<file path="src/hdl/trcv_pkg.sv">
// ----------------------------------------------------------------------------
// trcv_pkg
// Shared types and constants for the truncated running convolution core.
// ----------------------------------------------------------------------------
package trcv_pkg;

    // Fixed field widths.
    localparam int SAMPLE_W = 16;
    localparam int PROD_W   = 2 * SAMPLE_W;
    localparam int ACC_W    = 48;
    localparam int CFG_W    = 9;

    // Reset value of the truncation depth register.
    localparam logic [CFG_W-1:0] DEPTH_RST = 9'd256;

    // Saturation limits of the Q18.30 accumulator.
    localparam logic signed [ACC_W-1:0] ACC_MAX = {1'b0, {(ACC_W-1){1'b1}}};
    localparam logic signed [ACC_W-1:0] ACC_MIN = {1'b1, {(ACC_W-1){1'b0}}};

    typedef logic signed [SAMPLE_W-1:0] t_sample;
    typedef logic signed [PROD_W-1:0]   t_prod;
    typedef logic signed [ACC_W-1:0]    t_acc;

    // Channel payloads.
    typedef struct packed {
        t_sample sample_a;
        t_sample sample_b;
    } t_in_item;

    typedef struct packed {
        t_acc conv_sum;
    } t_out_item;

    typedef struct packed {
        logic [CFG_W-1:0] truncation_depth;
    } t_cfg_item;

    // Control from the sequencer to the multiply-accumulate unit.
    typedef struct packed {
        logic clear;
        logic data_vld;
    } t_mac_ctl;

    // Status from the multiply-accumulate unit.
    typedef struct packed {
        logic pending;
    } t_mac_stat;

endpackage

</file>
<file path="src/hdl/trcv_mac.sv">
// ----------------------------------------------------------------------------
// trcv_mac
// Shared multiply-accumulate unit: a registered product stage followed by a
// saturating 48-bit accumulator.
// ----------------------------------------------------------------------------
module trcv_mac (
    input  logic                i_clk,
    input  logic                i_rst_n,
    input  trcv_pkg::t_mac_ctl  i_ctl,
    input  trcv_pkg::t_sample   i_k_smp,
    input  trcv_pkg::t_sample   i_h_smp,
    output trcv_pkg::t_acc      o_acc,
    output trcv_pkg::t_mac_stat o_stat
);
    import trcv_pkg::*;

    t_prod               r_prod;
    logic                r_prod_vld;
    t_acc                r_acc;
    logic signed [ACC_W:0] n_sum;
    t_acc                n_acc;

    // Product stage.
    always_ff @(posedge i_clk) begin
        if (!i_rst_n) begin
            r_prod_vld <= 1'b0;
        end else begin
            r_prod_vld <= i_ctl.data_vld;
        end
        if (i_ctl.data_vld) begin
            r_prod <= t_prod'(i_k_smp) * t_prod'(i_h_smp);
        end
    end

    // Saturating add of the product to the running sum.
    always_comb begin
        n_sum = {r_acc[ACC_W-1], r_acc} + (ACC_W+1)'(r_prod);
        if (n_sum[ACC_W] != n_sum[ACC_W-1]) begin
            n_acc = n_sum[ACC_W] ? ACC_MIN : ACC_MAX;
        end else begin
            n_acc = n_sum[ACC_W-1:0];
        end
    end

    // Accumulator register, cleared at the start of each item.
    always_ff @(posedge i_clk) begin
        if (i_ctl.clear) begin
            r_acc <= '0;
        end else if (r_prod_vld) begin
            r_acc <= n_acc;
        end
    end

    assign o_acc          = r_acc;
    assign o_stat.pending = r_prod_vld;

endmodule

</file>
<file path="config.mk">
export PLATFORM = sky130hd
export DESIGN_NAME = trcv_mac
export DESIGN_NICKNAME = d
export VERILOG_FILES = /design/src/hdl/trcv_pkg.sv /design/src/hdl/trcv_mac.sv
export SDC_FILE = /design/constraint.sdc
export NUM_CORES = 1
export LEC_CHECK = 0
export BUFFER_PORTS_ARGS = -buffer_cell sky130_fd_sc_hd__buf_2
export CAP_MARGIN = 40
export CORE_ASPECT_RATIO = 1.4
export CORE_MARGIN = 4
export CORE_UTILIZATION = 62
export CTS_CLUSTER_SIZE = 10
export DETAILED_ROUTE_END_ITERATION = 16
export GPL_ROUTABILITY_DRIVEN = 1
export PLACE_DENSITY_LB_ADDON = 0.2
export SLEW_MARGIN = 5
export SYNTH_ARGS = -nofsm -noshare
export SYNTH_HDL_FRONTEND = slang
export SYNTH_SLANG_ARGS = --single-unit
</file>
<file path="constraint.sdc">
create_clock -name i_clk -period 12.2 [get_ports i_clk]
set_input_delay 1.22 -clock i_clk [delete_from_list [all_inputs] [get_ports i_clk]]
set_output_delay 1.22 -clock i_clk [all_outputs]
set_load 0.01 [all_outputs]
</file>
==> results of run 1 <==
layout by cell type, fill, tap and decap left out, types with 25 or more instances in the layout:
cell and instances:
a21o_1 40, a21oi_1 63, a311oi_1 42, and2_1 128
buf_2 84, dfxtp_1 48, edfxtp_1 32, fa_1 263
ha_1 130, inv_1 303, nand2_1 200, nor2_1 101
o21ai_0 58, xnor2_1 53, xor2_1 25
how the worst max path moves through the flow:
stage,end
2_1_floorplan,r_prod[31]
3_3_place_gp,r_prod[30]
3_5_place_dp,r_prod[31]
4_1_cts,r_prod[31]
5_1_grt,r_prod[31]
6_report,r_prod[31]
worst max-delay path: stages:
cell and delay, ns:
buf_2 0.28, nand2_1 0.18, inv_1 0.17, fa_1 0.55
fa_1 0.77, fa_1 0.51, fa_1 0.55, fa_1 0.50
inv_1 0.05, fa_1 0.47, inv_1 0.04, ha_1 0.35
and3_1 0.19, and3_1 0.21, nand3_1 0.12, and4_1 0.24
o31ai_1 0.45, a211o_1 0.22, a21o_1 0.11, a21oi_1 0.07
xnor2_1 0.12
synth_stat cells (all sizes together), types with 13 or more instances:
library cell / count
nor2: 101
and3: 13
edfxtp: 32
buf: 17
clkbuf: 58
o21a: 15
xnor2: 53
and2: 128
ha: 130
o21ai: 79
fa: 263
xor2: 25
dfxtp: 49
a211oi: 16
inv: 303
a21oi: 64
a21o: 40
nand2: 200
nand3: 13
a311oi: 43
cell type report:
class / count / share of cell area [%]
clock buffer: 11 / 1.42
clock inverter: 5 / 0.283
inverter: 303 / 6.96
multi-input combinational: 1281 / 74.0
sequential: 81 / 11.9
tap: 315 / 2.41
timing repair buffer: 89 / 3.00
stage by stage:
| step | setup slack (ns) | cell area [sq um] | utilization, % | instances |
|---|---|---|---|---|
| 2_1_floorplan | 5.11 | 15500 | - | 1740 |
| 3_3_place_gp | 4.68 | 16000 | 64.9 | 2067 |
| 3_5_place_dp | 4.55 | 16100 | 65.1 | 2069 |
| 4_1_cts | 4.91 | 16300 | 66.2 | 2085 |
| 5_1_grt | 4.59 | 16300 | 66.2 | 2085 |
| 6_report | 4.89 | 16300 | 66.2 | 2085 |
registers in the layout, indices dropped and copies added, names as in the netlist:
signal and count:
o_stat 1, o_acc 48, r_prod 32
logic make-up after synthesis:
logic type               count (synthesis)  synth area share, %
AND/OR/NAND/NOR                        496                 15.1
adder cells (fa/ha/maj)                396                 44.6
buffers and inverters                  378                 9.52
AO/OA/AOI/OAI                          311                 13.8
flip-flops                              81                 12.5
XOR/XNOR                                78                 4.41
per-layer routing:
metal  share of wire, %  up-vias  wire length (um)  GRT usage, %
met5                  0        -                 0             0
met4                5.9        0              2210          15.1
met3                3.9      115              1480          2.40
met2                 54      380             20100          50.6
met1                 37     5899             13800          31.5
li1                   -     5654                 -             -
==> metrics, run 1 <==
Post-synth EDFFs 32; Final TNS setup 0 ns; syn_nets about 2200; Die Wd 142 um; Worst EP required roughly 12 ns; R2R cell count 15; GRT overflow 0; skew final just under 0.007 ns; hold buffer count at cts 0; Max-Cap Viols 0; CTS tree yes; largest net degree at the start of global routing 97; reg2reg end o_acc[25]; initial core utilization around 63%; register area approximately 0.0019 sq mm; height of the die between 150 and 200 um; CTS clock-pin slew for the worst setup and hold paths about 0.06 ns; Tcrit/Tclk final between 50% and 60%; WHS Endpoint o_acc[37]; final net count approximately 2200; Max clock buf depth 2; layout cells sized above 1 6.61%; Num CTS Buffers 9; area leader, netlist fa_1; num rows a little under 70; Slew HR between 30 and 40%; post-synth top area share between 30 and 40%; crit end category flop; antenna viol nets, final 0; IO Pins 85; Min-Delay Startpoint o_acc[37]; diodes inserted 0; initial antenna violation count 0; RSZ-0062 raised after global routing false; FMAX approximately 140 MHz; WL per Instance between 15 and 20 um; Worst-Skew Late Latency roughly 0.35 ns; Critical Path Fanout Max 16; Fin Hold WS between 0.4 and 0.5 ns; via count 12048; prevailing post-synth register cell dfxtp_1; vias in the first global route about 13000; I/O Buffers between 80 and 90; # setup viols final 0; dpl hpwl 31.5 mm; RR Startpoint o_acc[0]; cell area after synthesis 0.0155 sq mm; area of the multi-input gates about 0.012 sq mm; Startpoint Class input pin; Area Growth Syn to Fin 5.40%; hold path depth 2; Post-Route WL 37.6 mm; Root Driver clkbuf_16; Syn Inst Count 1740; #FFs+latches synth between 80 and 90; post-cts gate resize count 0; fin. max-slew vios 0; top cells by area, synth fa_1 34%, ha_1 10%, inv_1 7.3%; count of different cell masters after synthesis between 60 and 70; die area between 0.02 and 0.03 sq mm; Total Routing Usage GR ~28%; Final min period ~7.3 ns; reg-to-reg slack, setup between 7 and 8 ns; DR iter-0 viols approximately 620; H-tree Lvls 3; FILL cells 2014; critical path startpoint i_k_smp[15]; yosys synthesis warning count 0; Slew @ Worst Pin a little over 0.9 ns; gp weighted congestion 0.932; final routed DRC violation total 0; post-CTS setup buffer count 0; clk sinks 81; WS Path Type input pin to flop; post-synthesis async set-or-reset flop share 0%; Tightest Hold Check Type flop to flop; post-DR vias/cell 5.78; first-pass GRT wire length ~60 mm; 1st-pass router iterations 8; synthesized area per cell 8.91 sq um; core area roughly 0.025 sq mm; Seq/Total Area, Yosys ~13%; Final Hold Viols 0; CP Data Arrival Time around 7.4 ns; status finished clean
Power of run 1 is not shown: default switching activity piles up to over one toggle a cycle in this logic, so the estimate is an artifact.
==> inputs of run 2 (changes only) <==
==> constraint.sdc (replaced) <==
create_clock -name i_clk -period 7.1 [get_ports i_clk]
set_input_delay 0.71 -clock i_clk [delete_from_list [all_inputs] [get_ports i_clk]]
set_output_delay 0.71 -clock i_clk [all_outputs]
set_load 0.01 [all_outputs]
==> run 2 against run 1 <==
Critical path depth is the same. Utilization grew 0.55 points. Hold slack lost 0.0013 ns. First-iteration DRC count grew 12%. Global-route usage grew 0.38 points. Routed wire length grew 0.55%. Final cell count grew 0.77%. Die area is the same. Flip-flop and latch count is the same. Register-to-register slack lost 5.1 ns.
==> metrics, run 2 (synthesis results as in run 1) <==
post-CTS setup buffer count 0 (unchanged); Slew HR 36.2% (was 39.2%); critical path startpoint i_h_smp[1] (was i_k_smp[15]); Max clock buf depth 2 (unchanged); WS Path Type input pin to flop (unchanged); WHS Endpoint o_acc[24] (was o_acc[37]); CTS clock-pin slew for the worst setup and hold paths 0.07 ns (was 0.06 ns); clk sinks 81 (unchanged); skew final 0.00803 ns (was 0.00688 ns); layout cells sized above 1 7.61% (was 6.61%); reg-to-reg slack, setup 2.51 ns (was 7.56 ns); commonest non-fill, non-tap cell in the layout inv_1 (unchanged); Root Driver clkbuf_16 (unchanged); gp weighted congestion 0.954 (was 0.932); Final min period about 6.7 ns; hold path depth 2 (unchanged); largest net degree at the start of global routing 97 (unchanged); RR Startpoint o_acc[0] (unchanged); via count 12125 (was 12048); Critical Path Fanout Max 16 (unchanged); FILL cells 2049 (was 2014); Worst-Skew Late Latency 0.35 ns (about the same); Final TNS setup 0 ns (unchanged); height of the die 195 um (unchanged); diodes inserted 0 (unchanged); crit end category flop (unchanged); RSZ-0062 raised after global routing false (unchanged); Fin Hold WS 0.497 ns (was 0.499 ns); Num CTS Buffers 9 (unchanged); most frequent cells in the layout 303 x inv_1, 263 x fa_1, 200 x nand2_1 (unchanged); post-DR vias/cell 5.77 (was 5.78); initial antenna violation count 1 (was 0); Die Wd 142 um (unchanged); Slew @ Worst Pin 0.958 ns (was 0.911 ns); met1 track utilization from global routing 32.7% (was 31.5%); WL per Instance 18.0 um (about the same); IO Pins 85 (unchanged); max reg flops 48 (unchanged); Post-Route WL 37.8 mm (was 37.6 mm); met2 track demand over resource 50.8% (was 50.6%); reg2reg end o_acc[30] (was o_acc[25]); Worst EP required 7.19 ns (was 12.29 ns); CTS tree yes (unchanged); register area 0.00194 sq mm (unchanged); antenna viol nets, final 0 (unchanged); grt peak-use layer met2 (unchanged); Startpoint Class input pin (unchanged); GRT overflow 0 (unchanged); fin. max-slew vios 0 (unchanged); final net count 2210 (was 2194); die area 0.0276 sq mm (unchanged); first-pass GRT wire length 62.2 mm (was 61.3 mm); I/O Buffers 84 (unchanged); Tightest Hold Check Type flop to flop (unchanged); Area Growth Syn to Fin 6.28% (was 5.40%); Tcrit/Tclk final 93.9%; FMAX 150 MHz; Max-Cap Viols 0 (unchanged); GR Util met3 2.84% (was 2.40%); CP Data Arrival Time 6.76 ns (was 7.40 ns); final routed DRC violation total 0 (unchanged); Total Routing Usage GR 28.1% (was 27.7%); area of the multi-input gates 0.0121 sq mm (unchanged); H-tree Lvls 3 (unchanged); DR iter-0 viols 692 (was 617); core area 0.0247 sq mm (unchanged); Final Hold Viols 0 (unchanged); R2R cell count 15 (unchanged); num rows 68 (unchanged); hold buffer count at cts 0 (unchanged); post-cts gate resize count 0 (unchanged); dpl hpwl 31.4 mm (was 31.5 mm); vias in the first global route 12677 (was 12522); initial core utilization 62.8% (unchanged); status finished clean (unchanged); Min-Delay Startpoint o_acc[24] (was o_acc[37]); 1st-pass router iterations 5 (was 8); # setup viols final 0 (unchanged)
-- run 2: cell types whose count changed in the layout (fill, tap and decap cells not counted), sizes merged --
cell,before,now
clkinvlp,0,2
buf,89,105
clkbuf,11,9
inv,303,304
clkinv,4,3
-- run 2: layout make-up --
type / count / area share [%]
clock buffers: 9 / 1.37
clock inverters: 7 / 0.425
inverters: 303 / 6.90
multi-input cells: 1281 / 73.4
flip-flops and latches: 81 / 11.8
well taps: 315 / 2.39
repair buffers: 105 / 3.71
-- run 2: worst max-delay path by stage --
stage	to	slack (ns)	cells past startpoint
after CTS	r_prod[31]	0.48	21
after detailed placement	r_prod[31]	0.13	21
after global routing	r_prod[31]	0.11	21
after floorplan	r_prod[31]	0.52	22
final	r_prod[31]	0.43	21
after global placement	r_prod[31]	0.19	21
-- run 2: per-layer routing --
| metal | wire length, um | vias up |
|---|---|---|
| li1 | - | 5690 |
| met1 | 14200 | 5955 |
| met2 | 20100 | 364 |
| met3 | 1500 | 114 |
| met4 | 1980 | 2 |
| met5 | 12 | - |
-- run 2: through the flow --
stage	std cells	area [sq um]	setup slack, ns	util (%)
floorplan	1740	15500	0.524	-
global placement	2083	16100	0.185	65.4
detailed placement	2085	16200	0.129	65.6
CTS	2101	16500	0.477	66.8
global route	2101	16500	0.106	66.8
finish	2101	16500	0.434	66.8
-- run 2: worst max-delay path: stages --
cell,delay [ns]
buf_2,0.29
nand2_1,0.17
inv_1,0.15
fa_1,0.55
fa_1,0.77
fa_1,0.50
fa_1,0.53
fa_1,0.50
inv_1,0.05
fa_1,0.47
inv_1,0.04
ha_1,0.35
and3_1,0.20
and3_1,0.20
nand3_1,0.12
and4_1,0.21
o31ai_1,0.43
a211o_1,0.21
a21o_1,0.11
a21oi_1,0.07
xnor2_1,0.13
Power of run 2 is left out for the same reason.
==> inputs of run 3 (changes only) <==
--- a/config.mk
+++ b/config.mk
@@ -5,13 +5,13 @@
 export SDC_FILE = /design/constraint.sdc
 export NUM_CORES = 1
 export LEC_CHECK = 0
-export BUFFER_PORTS_ARGS = -buffer_cell sky130_fd_sc_hd__buf_2
 export CAP_MARGIN = 40
 export CORE_ASPECT_RATIO = 1.4
 export CORE_MARGIN = 4
 export CORE_UTILIZATION = 62
 export CTS_CLUSTER_SIZE = 10
 export DETAILED_ROUTE_END_ITERATION = 16
+export DONT_BUFFER_PORTS = 1
 export GPL_ROUTABILITY_DRIVEN = 1
 export PLACE_DENSITY_LB_ADDON = 0.2
 export SLEW_MARGIN = 5
==> run 3 against run 2 <==
First-iteration DRC count shrank 17%. Count of clock-buffer cells in the layout grew 1. Critical path depth grew 1. Final cell count shrank 4.7%. Non-clock buffer count shrank 99. Critical path type unchanged. Die area is the same. Highest routed layer is now met4. Design area shrank 3.3%. Global-route usage grew 0.23 points.
==> metrics, run 3 (synthesis results as in run 1) <==
status finished clean (unchanged); fin. max-slew vios 0 (unchanged); vias in the first global route 12148 (was 12677); Final Hold Viols 0 (unchanged); crit end category flop (unchanged); Min-Delay Startpoint i_ctl[1] (was o_acc[24]); CTS tree yes (unchanged); post-CTS setup buffer count 0 (unchanged); clk sinks 81 (unchanged); via count 11809 (was 12125); post-DR vias/cell 5.90 (was 5.77); final routed DRC violation total 0 (unchanged); dpl hpwl 31.8 mm (was 31.4 mm); final net count 2111 (was 2210); first-pass GRT wire length 62.0 mm (was 62.2 mm); post-cts gate resize count 0 (unchanged); Final min period 6.38 ns (was 6.67 ns); I/O Buffers 0 (was 84); DR iter-0 viols 574 (was 692); 1st-pass router iterations 7 (was 5); largest net degree at the start of global routing 72 (was 97); critical path's slowest cell fa_1 (unchanged); cell area after layout 0.0159 sq mm (was 0.0165 sq mm); Startpoint Class input pin (unchanged); critical path's most frequent cell fa_1 (unchanged); Slew HR 47.3% (was 36.2%); commonest non-fill, non-tap cell in the layout inv_1 (unchanged); diodes inserted 0 (unchanged); CP delay by family, top adder cells (unchanged); IO Pins 85 (unchanged); GRT overflow 0 (unchanged); Tightest Hold Check Type input pin to flop (was flop to flop); Cells after DPL 1986 (was 2085); critical path startpoint i_h_smp[4] (was i_h_smp[1]); Fin Hold WS 0.422 ns (was 0.497 ns); core area 0.0247 sq mm (unchanged); hold buffer count at cts 0 (unchanged); Num CTS Buffers 9 (unchanged); layout cells sized above 1 2.31% (was 7.61%); Post-Route WL 38.4 mm (was 37.8 mm); Area Growth Syn to Fin 2.72% (was 6.28%); Slew @ Worst Pin 0.791 ns (was 0.958 ns); WL per Instance 19.2 um (was 18.0 um); die area 0.0276 sq mm (unchanged); Max clock buf depth 2 (unchanged); antenna viol nets, final 0 (unchanged); Total Routing Usage GR 28.3% (was 28.1%); CP peak stage delay 0.53 ns (was 0.77 ns); RR Startpoint o_acc[0] (unchanged); height of the die 195 um (unchanged); Tcrit/Tclk final 89.8% (was 93.9%); # setup viols final 0 (unchanged); FMAX 157 MHz (was 150 MHz); H-tree Lvls 3 (unchanged); Worst-Skew Late Latency 0.35 ns (about the same); Buf/Inv on CP 4 (unchanged); WS Path Type input pin to flop (unchanged); critical path cell sequence and2_1, fa_1, inv_1, fa_1, fa_1, inv_1, fa_1, fa_1, inv_1, fa_1, inv_1, ha_1, and3_1, o211ai_1, o21ai_0, nand3_1, and4_1, o31ai_1, a211o_1, a21o_1, a21oi_1, xnor2_1 (was buf_2, nand2_1, inv_1, fa_1, fa_1, fa_1, fa_1, fa_1, inv_1, fa_1, inv_1, ha_1, and3_1, and3_1, nand3_1, and4_1, o31ai_1, a211o_1, a21o_1, a21oi_1, xnor2_1); initial antenna violation count 0 (was 1); Worst EP required 7.19 ns (about the same); num rows 68 (unchanged); most frequent cells in the layout 303 x inv_1, 263 x fa_1, 200 x nand2_1 (unchanged); CTS clock-pin slew for the worst setup and hold paths 0.07 ns (about the same); initial core utilization 62.8% (unchanged); RSZ-0062 raised after global routing false (unchanged); Root Driver clkbuf_16 (unchanged); placed cell area 0.0156 sq mm (was 0.0162 sq mm); gp weighted congestion 0.953 (was 0.954); max reg flops 48 (unchanged); Die Wd 142 um (unchanged); skew final 0.0114 ns (was 0.00803 ns); Max-Cap Viols 0 (unchanged); CP Data Arrival Time 6.47 ns (was 6.76 ns); Final TNS setup 0 ns (unchanged); fin cells 2002 (was 2101); Critical Path Fanout Max 16 (unchanged)
[run 3: cell type report]
type | instances | area (sq um)
flip-flops and latches | 81 | 1950
repair buffers | 6 | 65.1
multi-input cells | 1281 | 12100
clock buffers | 10 | 239
inverters | 303 | 1140
fillers | 2102 | 8750
clock inverters | 6 | 47.5
well taps | 315 | 394
[run 3: routing by layer]
layer / GRT usage [%] / vias up / wire length (um)
met1: 31.8 / 5907 / 13900
met4: 13.6 / 0 / 2000
li1: - / 5476 / -
met3: 3.26 / 97 / 1540
met2: 52.5 / 329 / 20900
met5: 0 / - / 0
[run 3: path summary, 6_finish.rpt]
check                                  end  slack, ns  cells after the start
worst max-delay path            r_prod[31]       0.72                     22
worst min-delay path             o_acc[36]       0.42                      1
worst min register to register   o_acc[41]       0.54                      2
worst max register to register   o_acc[42]       2.13                     15
[run 3: per-stage QoR]
stage                     worst slack [ns]  util (%)
after floorplan                      0.524         -
after global placement               0.435      63.3
after detailed placement             0.308      63.4
after CTS                            0.679      64.5
after global routing                 0.380      64.5
final                                0.722      64.5
Power of run 3 is left out for the same reason.
